===== config.mk =====
export PLATFORM = sky130hd
export DESIGN_NAME = gre_ctrl
export DESIGN_NICKNAME = d
export VERILOG_FILES = /design/src/rtl/gre_pkg.sv /design/src/rtl/gre_ctrl.sv
export SDC_FILE = /design/constraint.sdc
export NUM_CORES = 1
export LEC_CHECK = 0
export BUFFER_PORTS_ARGS = -buffer_cell sky130_fd_sc_hd__clkbuf_2
export CAP_MARGIN = 25
export CORE_MARGIN = 5
export CORE_UTILIZATION = 33
export CTS_BUF_LIST = sky130_fd_sc_hd__clkbuf_4 sky130_fd_sc_hd__clkbuf_8
export DETAILED_ROUTE_END_ITERATION = 6
export PLACE_DENSITY = 0.62
export SYNTH_ARGS = -nofsm -noshare
export SYNTH_HDL_FRONTEND = slang
export SYNTH_SLANG_ARGS = --single-unit

===== constraint.sdc =====
create_clock -name clock -period 3.3 [get_ports clock]
set_input_delay 0.495 -clock clock [delete_from_list [all_inputs] [get_ports clock]]
set_output_delay 0.495 -clock clock [all_outputs]
set_load 0.01 [all_outputs]

===== src/rtl/gre_pkg.sv =====
// Shared types, codes and small functions for the glyph row expander.
// No dependencies; used by gre_ctrl, gre_datapath and glyph_row_expander.
package gre_pkg;

   localparam logic [1:0] KIND_STORE  = 2'd0;
   localparam logic [1:0] KIND_MAP    = 2'd1;
   localparam logic [1:0] KIND_RENDER = 2'd2;
   localparam logic [1:0] KIND_NONE   = 2'd3;

   localparam logic [1:0] SIZE_12 = 2'd0;
   localparam logic [1:0] SIZE_14 = 2'd1;
   localparam logic [1:0] SIZE_16 = 2'd2;
   localparam logic [1:0] SIZE_NONE = 2'd3;

   typedef struct packed {
      logic       clear_step;
      logic       wr_store;
      logic       wr_map;
      logic       start;
      logic       issue;
      logic       take;
      logic [5:0] byte_no;
      logic [5:0] take_no;
      logic       emit;
      logic [4:0] row_no;
      logic       last;
      logic [1:0] size_sel;
   } cmd_type;

   typedef struct packed {
      logic clear_done;
      logic present;
   } status_type;

   // bytes in a glyph record: width word plus pixel data
   function automatic logic [5:0] fetch_bytes(input logic [1:0] fs);
      logic [5:0] n;
      unique case (fs)
         SIZE_12: n = 6'd20;
         SIZE_14: n = 6'd30;
         default: n = 6'd34;
      endcase
      return n;
   endfunction

   function automatic logic [4:0] row_count(input logic [1:0] fs, input logic border,
                                            input logic missing);
      logic [4:0] n;
      if (missing) begin
         if (fs == SIZE_16) n = 5'd16;
         else n = border ? 5'd14 : 5'd12;
      end else begin
         unique case (fs)
            SIZE_12: n = 5'd12;
            SIZE_14: n = 5'd14;
            default: n = 5'd16;
         endcase
         if (border) n = n + 5'd2;
      end
      return n;
   endfunction

   // hollow box for a missing glyph, source rows before dilation
   function automatic logic [17:0] box_row(input logic [4:0] k);
      logic [17:0] r;
      if (k == 5'd2 || k == 5'd9) r = 18'h0FE00;
      else if (k >= 5'd3 && k <= 5'd8) r = 18'h08200;
      else r = 18'h0;
      return r;
   endfunction

   // horizontal part of the 3x3 dilation: column c lights c..c+2
   function automatic logic [17:0] spread(input logic [17:0] x);
      return x | (x >> 1) | (x >> 2);
   endfunction

endpackage


===== src/rtl/gre_ctrl.sv =====
// Controller for the glyph row expander: state machine, counters, font size.
// Depends on gre_pkg.
module gre_ctrl (
   input  logic                clock,
   input  logic                reset,
   input  logic                req_tvalid,
   output logic                req_tready,
   input  logic [1:0]          req_kind,
   input  logic                req_border,
   input  logic                csr_we,
   input  logic [1:0]          csr_wdata,
   output logic                rsp_tvalid,
   input  logic                rsp_tready,
   output gre_pkg::cmd_type    cmd,
   input  gre_pkg::status_type status
);

   typedef enum logic [2:0] {S_CLEAR, S_IDLE, S_MAP, S_FETCH, S_EMIT} state_type;

   state_type  state_ff;
   logic [1:0] font_ff;
   logic [5:0] cnt_ff;
   logic [4:0] k_ff;
   logic       border_ff, missing_ff, valid_ff;
   logic       accept, out_free;
   logic [4:0] nrows;
   logic [5:0] total;

   assign req_tready = (state_ff == S_IDLE);
   assign rsp_tvalid = valid_ff;
   assign accept     = req_tvalid && req_tready;
   assign out_free   = !valid_ff || rsp_tready;
   assign nrows      = gre_pkg::row_count(font_ff, border_ff, missing_ff);
   assign total      = gre_pkg::fetch_bytes(font_ff);

   always_comb begin
      cmd            = '0;
      cmd.size_sel   = font_ff;
      cmd.byte_no    = cnt_ff;
      cmd.take_no    = cnt_ff - 6'd1;
      cmd.row_no     = k_ff;
      cmd.last       = (k_ff == nrows - 5'd1);
      cmd.clear_step = (state_ff == S_CLEAR);
      cmd.wr_store   = accept && (req_kind == gre_pkg::KIND_STORE);
      cmd.wr_map     = accept && (req_kind == gre_pkg::KIND_MAP);
      cmd.start      = accept && (req_kind == gre_pkg::KIND_RENDER)
                       && (font_ff != gre_pkg::SIZE_NONE);
      cmd.issue      = (state_ff == S_FETCH) && (cnt_ff < total);
      cmd.take       = (state_ff == S_FETCH) && (cnt_ff != 6'd0);
      cmd.emit       = (state_ff == S_EMIT) && out_free && (k_ff != nrows);
   end

   always_ff @(posedge clock) begin
      if (reset) begin
         state_ff   <= S_CLEAR;
         font_ff    <= gre_pkg::SIZE_12;
         valid_ff   <= 1'b0;
         cnt_ff     <= '0;
         k_ff       <= '0;
         border_ff  <= 1'b0;
         missing_ff <= 1'b0;
      end else begin
         if (csr_we) font_ff <= csr_wdata;
         unique case (state_ff)
            S_CLEAR: begin
               if (status.clear_done) state_ff <= S_IDLE;
            end
            S_IDLE: begin
               if (cmd.start) begin
                  border_ff <= req_border;
                  state_ff  <= S_MAP;
               end
            end
            S_MAP: begin
               missing_ff <= !status.present;
               cnt_ff     <= '0;
               k_ff       <= '0;
               state_ff   <= status.present ? S_FETCH : S_EMIT;
            end
            S_FETCH: begin
               cnt_ff <= cnt_ff + 6'd1;
               if (cnt_ff == total) state_ff <= S_EMIT;
            end
            S_EMIT: begin
               if (out_free) begin
                  if (k_ff != nrows) begin
                     valid_ff <= 1'b1;
                     k_ff     <= k_ff + 5'd1;
                  end else begin
                     valid_ff <= 1'b0;
                     state_ff <= S_IDLE;
                  end
               end
            end
            default: state_ff <= S_IDLE;
         endcase
      end
   end

endmodule


== Word level (Yosys, flattened, before mapping) ==
Index checks and enable logic that the tools add are counted.

* Bits of input ports: 12
* Output and inout bits: 29
* Register bits after elaboration: 19

* Eq/ne operators: 18
* Order comparisons: 1
* Muxes and demuxes: 19
* Reduce and logical (&&, ||, !) cells: 22
* Add/sub/neg operators: 5

{| class="wikitable"
|+ Operators with widths
! kind !! count
|-
| $mux W5 || 6
|-
| $pmux W6 S2 || 2
|-
| $pmux W5 S2 || 2
|-
| $mux W3 || 6
|-
| $pmux W3 S5 || 1
|-
| $logic_and A1 B1 Y1 || 9
|-
| $ne A2 B1 Y1 const B || 4
|-
| $add A6 B1 Y6 const B || 1
|-
| $eq A3 B2 Y1 const B || 2
|-
| $eq A6 B6 Y1 || 1
|-
| $lt A6 B6 Y1 || 1
|-
| $ne A2 B2 Y1 const B || 3
|-
| $reduce_bool A6 Y1 || 1
|-
| $sub A6 B1 Y6 const B || 1
|-
| $add A5 B1 Y5 const B || 1
|-
| $add A5 B2 Y5 const B || 1
|-
| $eq A5 B5 Y1 || 1
|-
| $ne A5 B5 Y1 || 1
|-
| $reduce_and A5 Y1 || 1
|-
| $sub A5 B1 Y5 const B || 1
|-
| $eq A2 B1 Y1 const B || 2
|-
| $eq A2 B2 Y1 const B || 2
|-
| $logic_not A2 Y1 || 2
|-
| $reduce_and A2 Y1 || 2
|-
| other kinds (9) || 11
|}

== Depth between registers and ports, before layout ==
Gate-level depths: netlist of run 1.

* Word-level depth: 10
* Mapped depth: 9

== Worst setup path before layout of run 1 ==
Ideal clock, no wire load.

* Kind: register to output
* Start: register font_ff[1]
* End: output port cmd[22] (netlist bit)
* Buffers on the path: 2
* Arrival: 1,719 ps
* Setup slack: 1,086 ps
* Cell stages (with the launch flop): 9
* Path through: dfxtp_1 > buf_2 > clkbuf_1 > ha_1 > nor2b_1 > o21a_1 > o21ai_0 > nand2b_1 > a211oi_1

{| class="wikitable"
|+ RTL lines
! item !! RTL line !! RTL
|-
| start, declared || gre_ctrl.sv:21 || <nowiki>logic [1:0] font_ff;</nowiki>
|-
| start signal, assigned || gre_ctrl.sv:56 || <nowiki>font_ff <= gre_pkg::SIZE_12;</nowiki>
|-
| start signal, assigned || gre_ctrl.sv:63 || <nowiki>if (csr_we) font_ff <= csr_wdata;</nowiki>
|-
| end, declared || gre_ctrl.sv:14 || <nowiki>output gre_pkg::cmd_type cmd,</nowiki>
|}

==> results.py, run 1 <==
metrics = {
    "global_route": {
        "grt_pass1_wl_um": 5820,
        "overflow": 0,
        "grt_start_max_net_pins": 17,
        "grt_antenna_before_repair": 0,
        "grtUsageTotal": 0.118,
        "first_global_vias": 1247,
    },
    "yosys": {
        "synth_top_area_frac": 0.265,
        "synth_top_cell_by_area": "dfxtp_1",
        "ys_seq_area_frac": 0.265,
        "syn-cell-area_mm2": 0.00143,
        "post-synth-top-count-cell": "dfxtp_1",
        "synth_commonest_cells": "19 x dfxtp_1, 18 x nand2_1, 16 x nor2_1",
        "ys_ff_latch": 19,
        "syn_area_per_cell_um2": 7.88,
        "synthFlopType": "dfxtp_1",
        "synth_warnings": 0,
        "synth_cells": 182,
        "synth.distinct_cells": 45,
        "synthArstFlopShare": 0,
        "synth_edf_count": 0,
        "synth_nets": 205,
        "synth_top_cells_by_area": "dfxtp_1 27%, ha_1 9.6%, mux2i_1 4.9%, nand2_1 4.7%, a21oi_1 4.5%",
    },
    "clock_network": {
        "post-cts-setup-buffers": 0,
        "tritoncts": "built",
        "numCtsBuffers": 3,
        "cts-resized-gates": 0,
        "clkLatencyLatePin_ns": 0.26,
        "clkTransAtPathRegs_ns": 0.07,
        "cts_buffer_depth": 2,
        "htree_num_levels": 1,
        "ctsRootBufferMaster": "clkbuf_8",
        "holdBufCountCts": 0,
        "cts.sinks": 19,
    },
    "setup_path": {
        "slowest_delay_ns": 0.63,
        "cp.arrival_ns": 2.38,
        "cp.buffers_inverters": 2,
        "cp_max_fo": 16,
        "path_cells": "a21oi_1 -> a2111oi_2 -> o211ai_2 -> nor3b_2 -> or2_4 -> inv_2 -> clkbuf_2",
        "cp-end-kind": "output port",
        "cpMaxStageDelayCell": "dfxtp_1",
        "required_ns": 2.80,
        "crit_family": "compound AO/OA/AOI/OAI gates",
        "startpoint_type": "register",
        "critPathKind": "reg -> out",
    },
    "placement": {
        "hpwlAfterDp_um": 2680,
        "place_congestion": 0.759,
        "port_buffers": 40,
    },
    "route": {
        "wl_um": 3430,
        "wl_per_cell_um": 12.8,
        "dr.first_iter.drc_count": 43,
        "dr.pass1.iters": 4,
        "vias": 1377,
        "viasPerCell": 5.14,
        "remaining_drc_errors": 0,
        "drtAntennaViolNets": 0,
    },
    "outcome": {
        "outcome": "finished, final reports clean",
    },
    "cells_and_area": {
        "area_growth_pct": 18.7,
        "antenna_cells": 0,
        "drive_gt1_frac": 0.259,
        "layout.nets": 240,
        "fillers": 459,
    },
    "timing": {
        "finalClockSkew_ns": 0.00179,
        "worstMarginPinSlew_ns": 0.762,
        "fmax_mhz": 348,
        "rsz0062_at_grt": "false",
        "fin_crit_sh": 0.870,
        "final.setup.tns_ns": 0,
        "slew-limit-headroom": 0.487,
        "min_period_ns": 2.87,
        "drv_slew": 0,
        "setup_viol": 0,
        "hold_viol": 0,
        "hold_ws_ns": 0.475,
    },
    "die": {
        "die_x_um": 75.9,
        "start_util": 0.334,
        "rows": 24,
        "coreArea_mm2": 0.00429,
        "die_area_mm2": 0.00576,
        "die-height_um": 75.9,
        "pin_count": 41,
    },
    "power": {
        "power_per_cell_area_mw_per_mm2": 302,
        "ir_drop_mv": 0.152,
        "power_leakage_nw": 0.749,
    },
    "job": {
        "drv_cap": 0,
    },
    "worst_hold_path": {
        "min_path_type": "in -> reg",
    },
}
-- layout make-up --
| class | instances | area [µm²] | area share |
|---|---|---|---|
| tap | 52 | 65.1 | 0.0382 |
| sequential | 19 | 380 | 0.224 |
| clock buffer | 4 | 48.8 | 0.0287 |
| inverter | 11 | 41.3 | 0.0243 |
| timing repair buffer | 40 | 200 | 0.118 |
| multi-input combinational | 142 | 966 | 0.568 |
-- kinds of logic (layout without fill, tap and decap cells) --
family                   Yosys count  count (layout)  synth area share
AND/OR/NAND/NOR                   79              79             0.291
AO/OA/AOI/OAI                     34              34             0.170
buffers and inverters             21              55            0.0611
flip-flops                        19              19             0.265
adder cells (fa/ha/maj)           11              11            0.0960
XOR/XNOR                          11              11            0.0672
multiplexers                       7               7            0.0489
-- state kept, by name (all words and copies together), names as in the netlist --
register and cells:
font_ff 2, rsp_tvalid 1, k_ff 5, state_ff 3, missing_ff 1, border_ff 1, cnt_ff 6
-- cells in the final DEF (no fill, tap or decap), types with 2 or more instances in the layout --
| cell type | synthesis | routed |
|---|---|---|
| clkbuf_2 | 0 | 40 |
| nand3_1 | 7 | 7 |
| nor3b_1 | 3 | 3 |
| nand2_1 | 18 | 18 |
| nor2_1 | 16 | 16 |
| nand3b_1 | 2 | 2 |
| clkbuf_8 | 0 | 3 |
| ha_1 | 11 | 11 |
| nor2b_1 | 5 | 5 |
| xor2_1 | 4 | 4 |
| o21ai_0 | 4 | 4 |
| dfxtp_1 | 19 | 19 |
| xnor2_1 | 7 | 7 |
| inv_1 | 10 | 10 |
| mux2i_1 | 7 | 7 |
| a31oi_1 | 2 | 2 |
| a211oi_1 | 3 | 3 |
| a21oi_1 | 13 | 13 |
| and3_1 | 2 | 2 |
| nor3_1 | 9 | 9 |
| o21ai_1 | 2 | 2 |
| nand2b_1 | 5 | 5 |
| or2_2 | 3 | 3 |
-- worst min-delay path, delay by kind of cell --
kind          cells  cell delay (ns)
buf+inv           1             0.08
simple gates      1             0.07
mux               1             0.06
-- power breakdown --
part	switching [mW]	internal (mW)	total, mW
logic	0.0507	0.0396	0.0903
clock network	0.0815	0.0942	0.176
registers	0.0140	0.234	0.248
total	0.146	0.368	0.514
-- path summary, 6_finish.rpt --
| check | from | endpoint | slack, ns | depth (start not counted) |
|---|---|---|---|---|
| min | csr_wdata[0] | font_ff[0]$_SDFFE_PP0P_ | 0.48 | 3 |
| max reg2reg | font_ff[0]$_SDFFE_PP0P_ | state_ff[2]$_SDFFE_PP0P_ | 1.10 | 6 |
| min reg2reg | rsp_tvalid$_SDFFE_PP0P_ | rsp_tvalid$_SDFFE_PP0P_ | 0.48 | 2 |
| max | font_ff[0]$_SDFFE_PP0P_ | cmd[8] | 0.43 | 7 |
-- stage by stage --
step	std cells	util	power [mW]	cell area [µm²]	setup WS, ns
final	268	0.396	0.514	1700	0.429
after detailed placement	264	0.385	0.344	1650	0.711
after global placement	264	0.385	0.343	1650	0.886
after CTS	268	0.396	0.521	1700	0.420
after floorplan	182	-	0.315	1430	1.09
after global routing	268	0.396	0.539	1700	0.262
-- routing by layer --
layer | GRT usage | vias up | wire (µm)
li1 | - | 697 | -
met1 | 0.150 | 641 | 1600
met2 | 0.198 | 35 | 1610
met3 | 0.0213 | 4 | 160
met4 | 0.0427 | 0 | 59
met5 | 0 | - | 0
No activity file was read; power rests on OpenSTA's default activity.
==> run 2: changes to the inputs <==
Settings changed: ABC_AREA from default to 1, HOLD_SLACK_MARGIN from default to 0.02.
==> results.py, run 2 <==
metrics = {
    "placement": {
        "hpwlAfterDp_um": 2920,
        "port_buffers": 40,
        "place_congestion": 0.794,
        "placed_area_mm2": 0.00172,
        "place_inst": 307,
    },
    "cells_and_area": {
        "final_common_cell": "clkbuf_2",
        "finalNonFillerCells": 311,
        "regMostFlops": "cnt_ff",
        "stdcell_area_mm2": 0.00176,
        "drive_gt1_frac": 0.282,
        "final_util": 0.407,
        "antenna_cells": 0,
        "reg_top3": "cnt_ff x6, k_ff x5, state_ff x3",
        "area_growth_pct": 19.9,
        "layout.nets": 283,
        "largest_reg_flops": 6,
        "layout_common_cells": "40 x clkbuf_2, 33 x inv_1, 31 x nand2_1",
    },
    "worst_hold_path": {
        "min_path_type": "in -> reg",
        "min_to": "font_ff[1]$_SDFFE_PP0P_",
        "min_from": "csr_wdata[1]",
        "hold_path_depth": 3,
    },
    "yosys": {
        "synthArstFlopShare": 0,
        "syn_area_per_cell_um2": 6.74,
        "synth_top_area_frac": 0.259,
        "synth_nets": 241,
        "synth_warnings": 0,
        "synth_cells": 218,
        "post-synth-top-count-cell": "inv_1",
        "synth_edf_count": 0,
        "ys_ff_latch": 19,
        "synth.distinct_cells": 28,
        "ys_seq_area_frac": 0.259,
        "syn-cell-area_mm2": 0.00147,
        "synth_top_cell_by_area": "dfxtp_1",
        "synth_top_cells_by_area": "dfxtp_1 26%, ha_1 9.4%, inv_1 8.4%, nand2_1 7.9%, a21oi_1 6.8%",
        "synthFlopType": "dfxtp_1",
        "synth_commonest_cells": "33 x inv_1, 31 x nand2_1, 21 x nor2_1",
    },
    "setup_path": {
        "critPathKind": "reg -> out",
        "required_ns": 2.80,
        "cp-end-kind": "output port",
        "cp_common_cell": "nand2_2",
        "cp_max_fo": 6,
        "cp.arrival_ns": 2.02,
        "slowest_delay_ns": 0.46,
        "startpoint_type": "register",
        "reg2reg_depth": 12,
        "cpMaxStageDelayCell": "dfxtp_1",
        "r2r_slack_ns": 1.51,
        "reg2reg_from": "font_ff[1]$_SDFFE_PP0P_",
        "path_cells": "inv_2 -> nand2_2 -> nand2_1 -> nand3_2 -> nand2_2 -> ha_1 -> a21oi_1 -> o2111ai_1 -> nor3_1 -> clkbuf_2",
        "r2r-end": "state_ff[1]$_SDFFE_PP0P_",
    },
    "timing": {
        "fmax_mhz": 398,
        "worstMarginPinSlew_ns": 0.433,
        "finalClockSkew_ns": 0.00542,
        "rsz0062_at_grt": "false",
        "drv_slew": 0,
        "fin_crit_sh": 0.761,
        "hold_viol": 0,
        "setup_viol": 0,
        "slew-limit-headroom": 0.711,
        "final.setup.tns_ns": 0,
        "min_period_ns": 2.51,
    },
    "power": {
        "power_leakage_nw": 0.866,
        "finalPower_uw": 891,
        "power_per_cell_area_mw_per_mm2": 506,
        "ir_drop_mv": 0.221,
    },
    "clock_network": {
        "tritoncts": "built",
        "post-cts-setup-buffers": 0,
        "clkLatencyLatePin_ns": 0.26,
        "numCtsBuffers": 3,
        "holdBufCountCts": 0,
        "cts.sinks": 19,
        "ctsRootBufferMaster": "clkbuf_8",
        "cts_buffer_depth": 2,
        "htree_num_levels": 1,
        "clkTransAtPathRegs_ns": 0.08,
        "cts-resized-gates": 0,
    },
    "global_route": {
        "first_global_vias": 1416,
        "grt_start_max_net_pins": 12,
        "grt_antenna_before_repair": 0,
        "overflow": 0,
        "grtUsageTotal": 0.126,
        "grt_pass1_wl_um": 6310,
    },
    "route": {
        "dr.pass1.iters": 4,
        "drtAntennaViolNets": 0,
        "wl_per_cell_um": 11.5,
        "viasPerCell": 4.77,
        "wl_um": 3580,
        "dr.first_iter.drc_count": 51,
        "remaining_drc_errors": 0,
        "vias": 1484,
    },
    "die": {
        "die-height_um": 76.7,
        "pin_count": 41,
        "die_area_mm2": 0.00589,
        "rows": 24,
        "die_x_um": 76.7,
        "start_util": 0.340,
        "coreArea_mm2": 0.00432,
    },
    "job": {
        "drv_cap": 0,
    },
    "outcome": {
        "outcome": "finished, final reports clean",
    },
}
## run 2: critical path, delay by kind of cell, from the launching register on
family	cells	cell delay [ns]
flops	1	0.46
simple gates	5	0.43
fa+ha+maj	1	0.31
buf+inv	2	0.28
compound gates	2	0.27
## run 2: cell type report
class | count | area [µm²]
fillers | 499 | 2560
multi-input cells | 158 | 927
flip-flops and latches | 19 | 380
repair buffers | 40 | 200
inverters | 38 | 143
well taps | 52 | 65.1
clock buffers | 3 | 41.3
clock inverters | 1 | 5.00
## run 2: how the worst max path moves through the flow
stage / start / cells past startpoint / slack [ns] / to
2_1_floorplan: font_ff[1]$_SDFFE_PP0P_ / 9 / 1.21 / cmd[2]
3_3_place_gp: font_ff[1]$_SDFFE_PP0P_ / 10 / 1.14 / cmd[2]
3_5_place_dp: font_ff[1]$_SDFFE_PP0P_ / 10 / 1.06 / cmd[2]
4_1_cts: font_ff[1]$_SDFFE_PP0P_ / 10 / 0.76 / cmd[2]
5_1_grt: font_ff[1]$_SDFFE_PP0P_ / 10 / 0.51 / cmd[2]
6_report: font_ff[1]$_SDFFE_PP0P_ / 10 / 0.79 / cmd[2]
## run 2: layer usage
metal | vias up | share of wire | track usage
met2 | 27 | 0.46 | 0.201
li1 | 791 | - | -
met4 | 0 | 0.015 | 0.0472
met3 | 4 | 0.039 | 0.0222
met5 | - | 0 | 0
met1 | 662 | 0.49 | 0.168
## run 2: per-stage QoR
step | hold WS (ns) | setup WS [ns]
6_report | 0.510 | 0.789
5_1_grt | 0.541 | 0.511
4_1_cts | 0.504 | 0.757
3_5_place_dp | 0.514 | 1.06
3_3_place_gp | 0.512 | 1.14
2_1_floorplan | 0.472 | 1.21
## run 2: where the power goes
| group | leakage (nW) | internal, mW | switching [mW] | total (mW) |
|---|---|---|---|---|
| combinational | 0.686 | 0.152 | 0.277 | 0.429 |
| clock | 0.0255 | 0.0841 | 0.0833 | 0.167 |
| sequential | 0.154 | 0.259 | 0.0357 | 0.295 |
## run 2: kinds of logic after synthesis
kind of cell             after synthesis  synth area share
AND/OR/NAND/NOR                      104             0.361
AO/OA/AOI/OAI                         37             0.141
adder cells (fa/ha/maj)               11            0.0937
flip-flops                            19             0.259
XOR/XNOR                               6            0.0358
buffers and inverters                 41             0.110
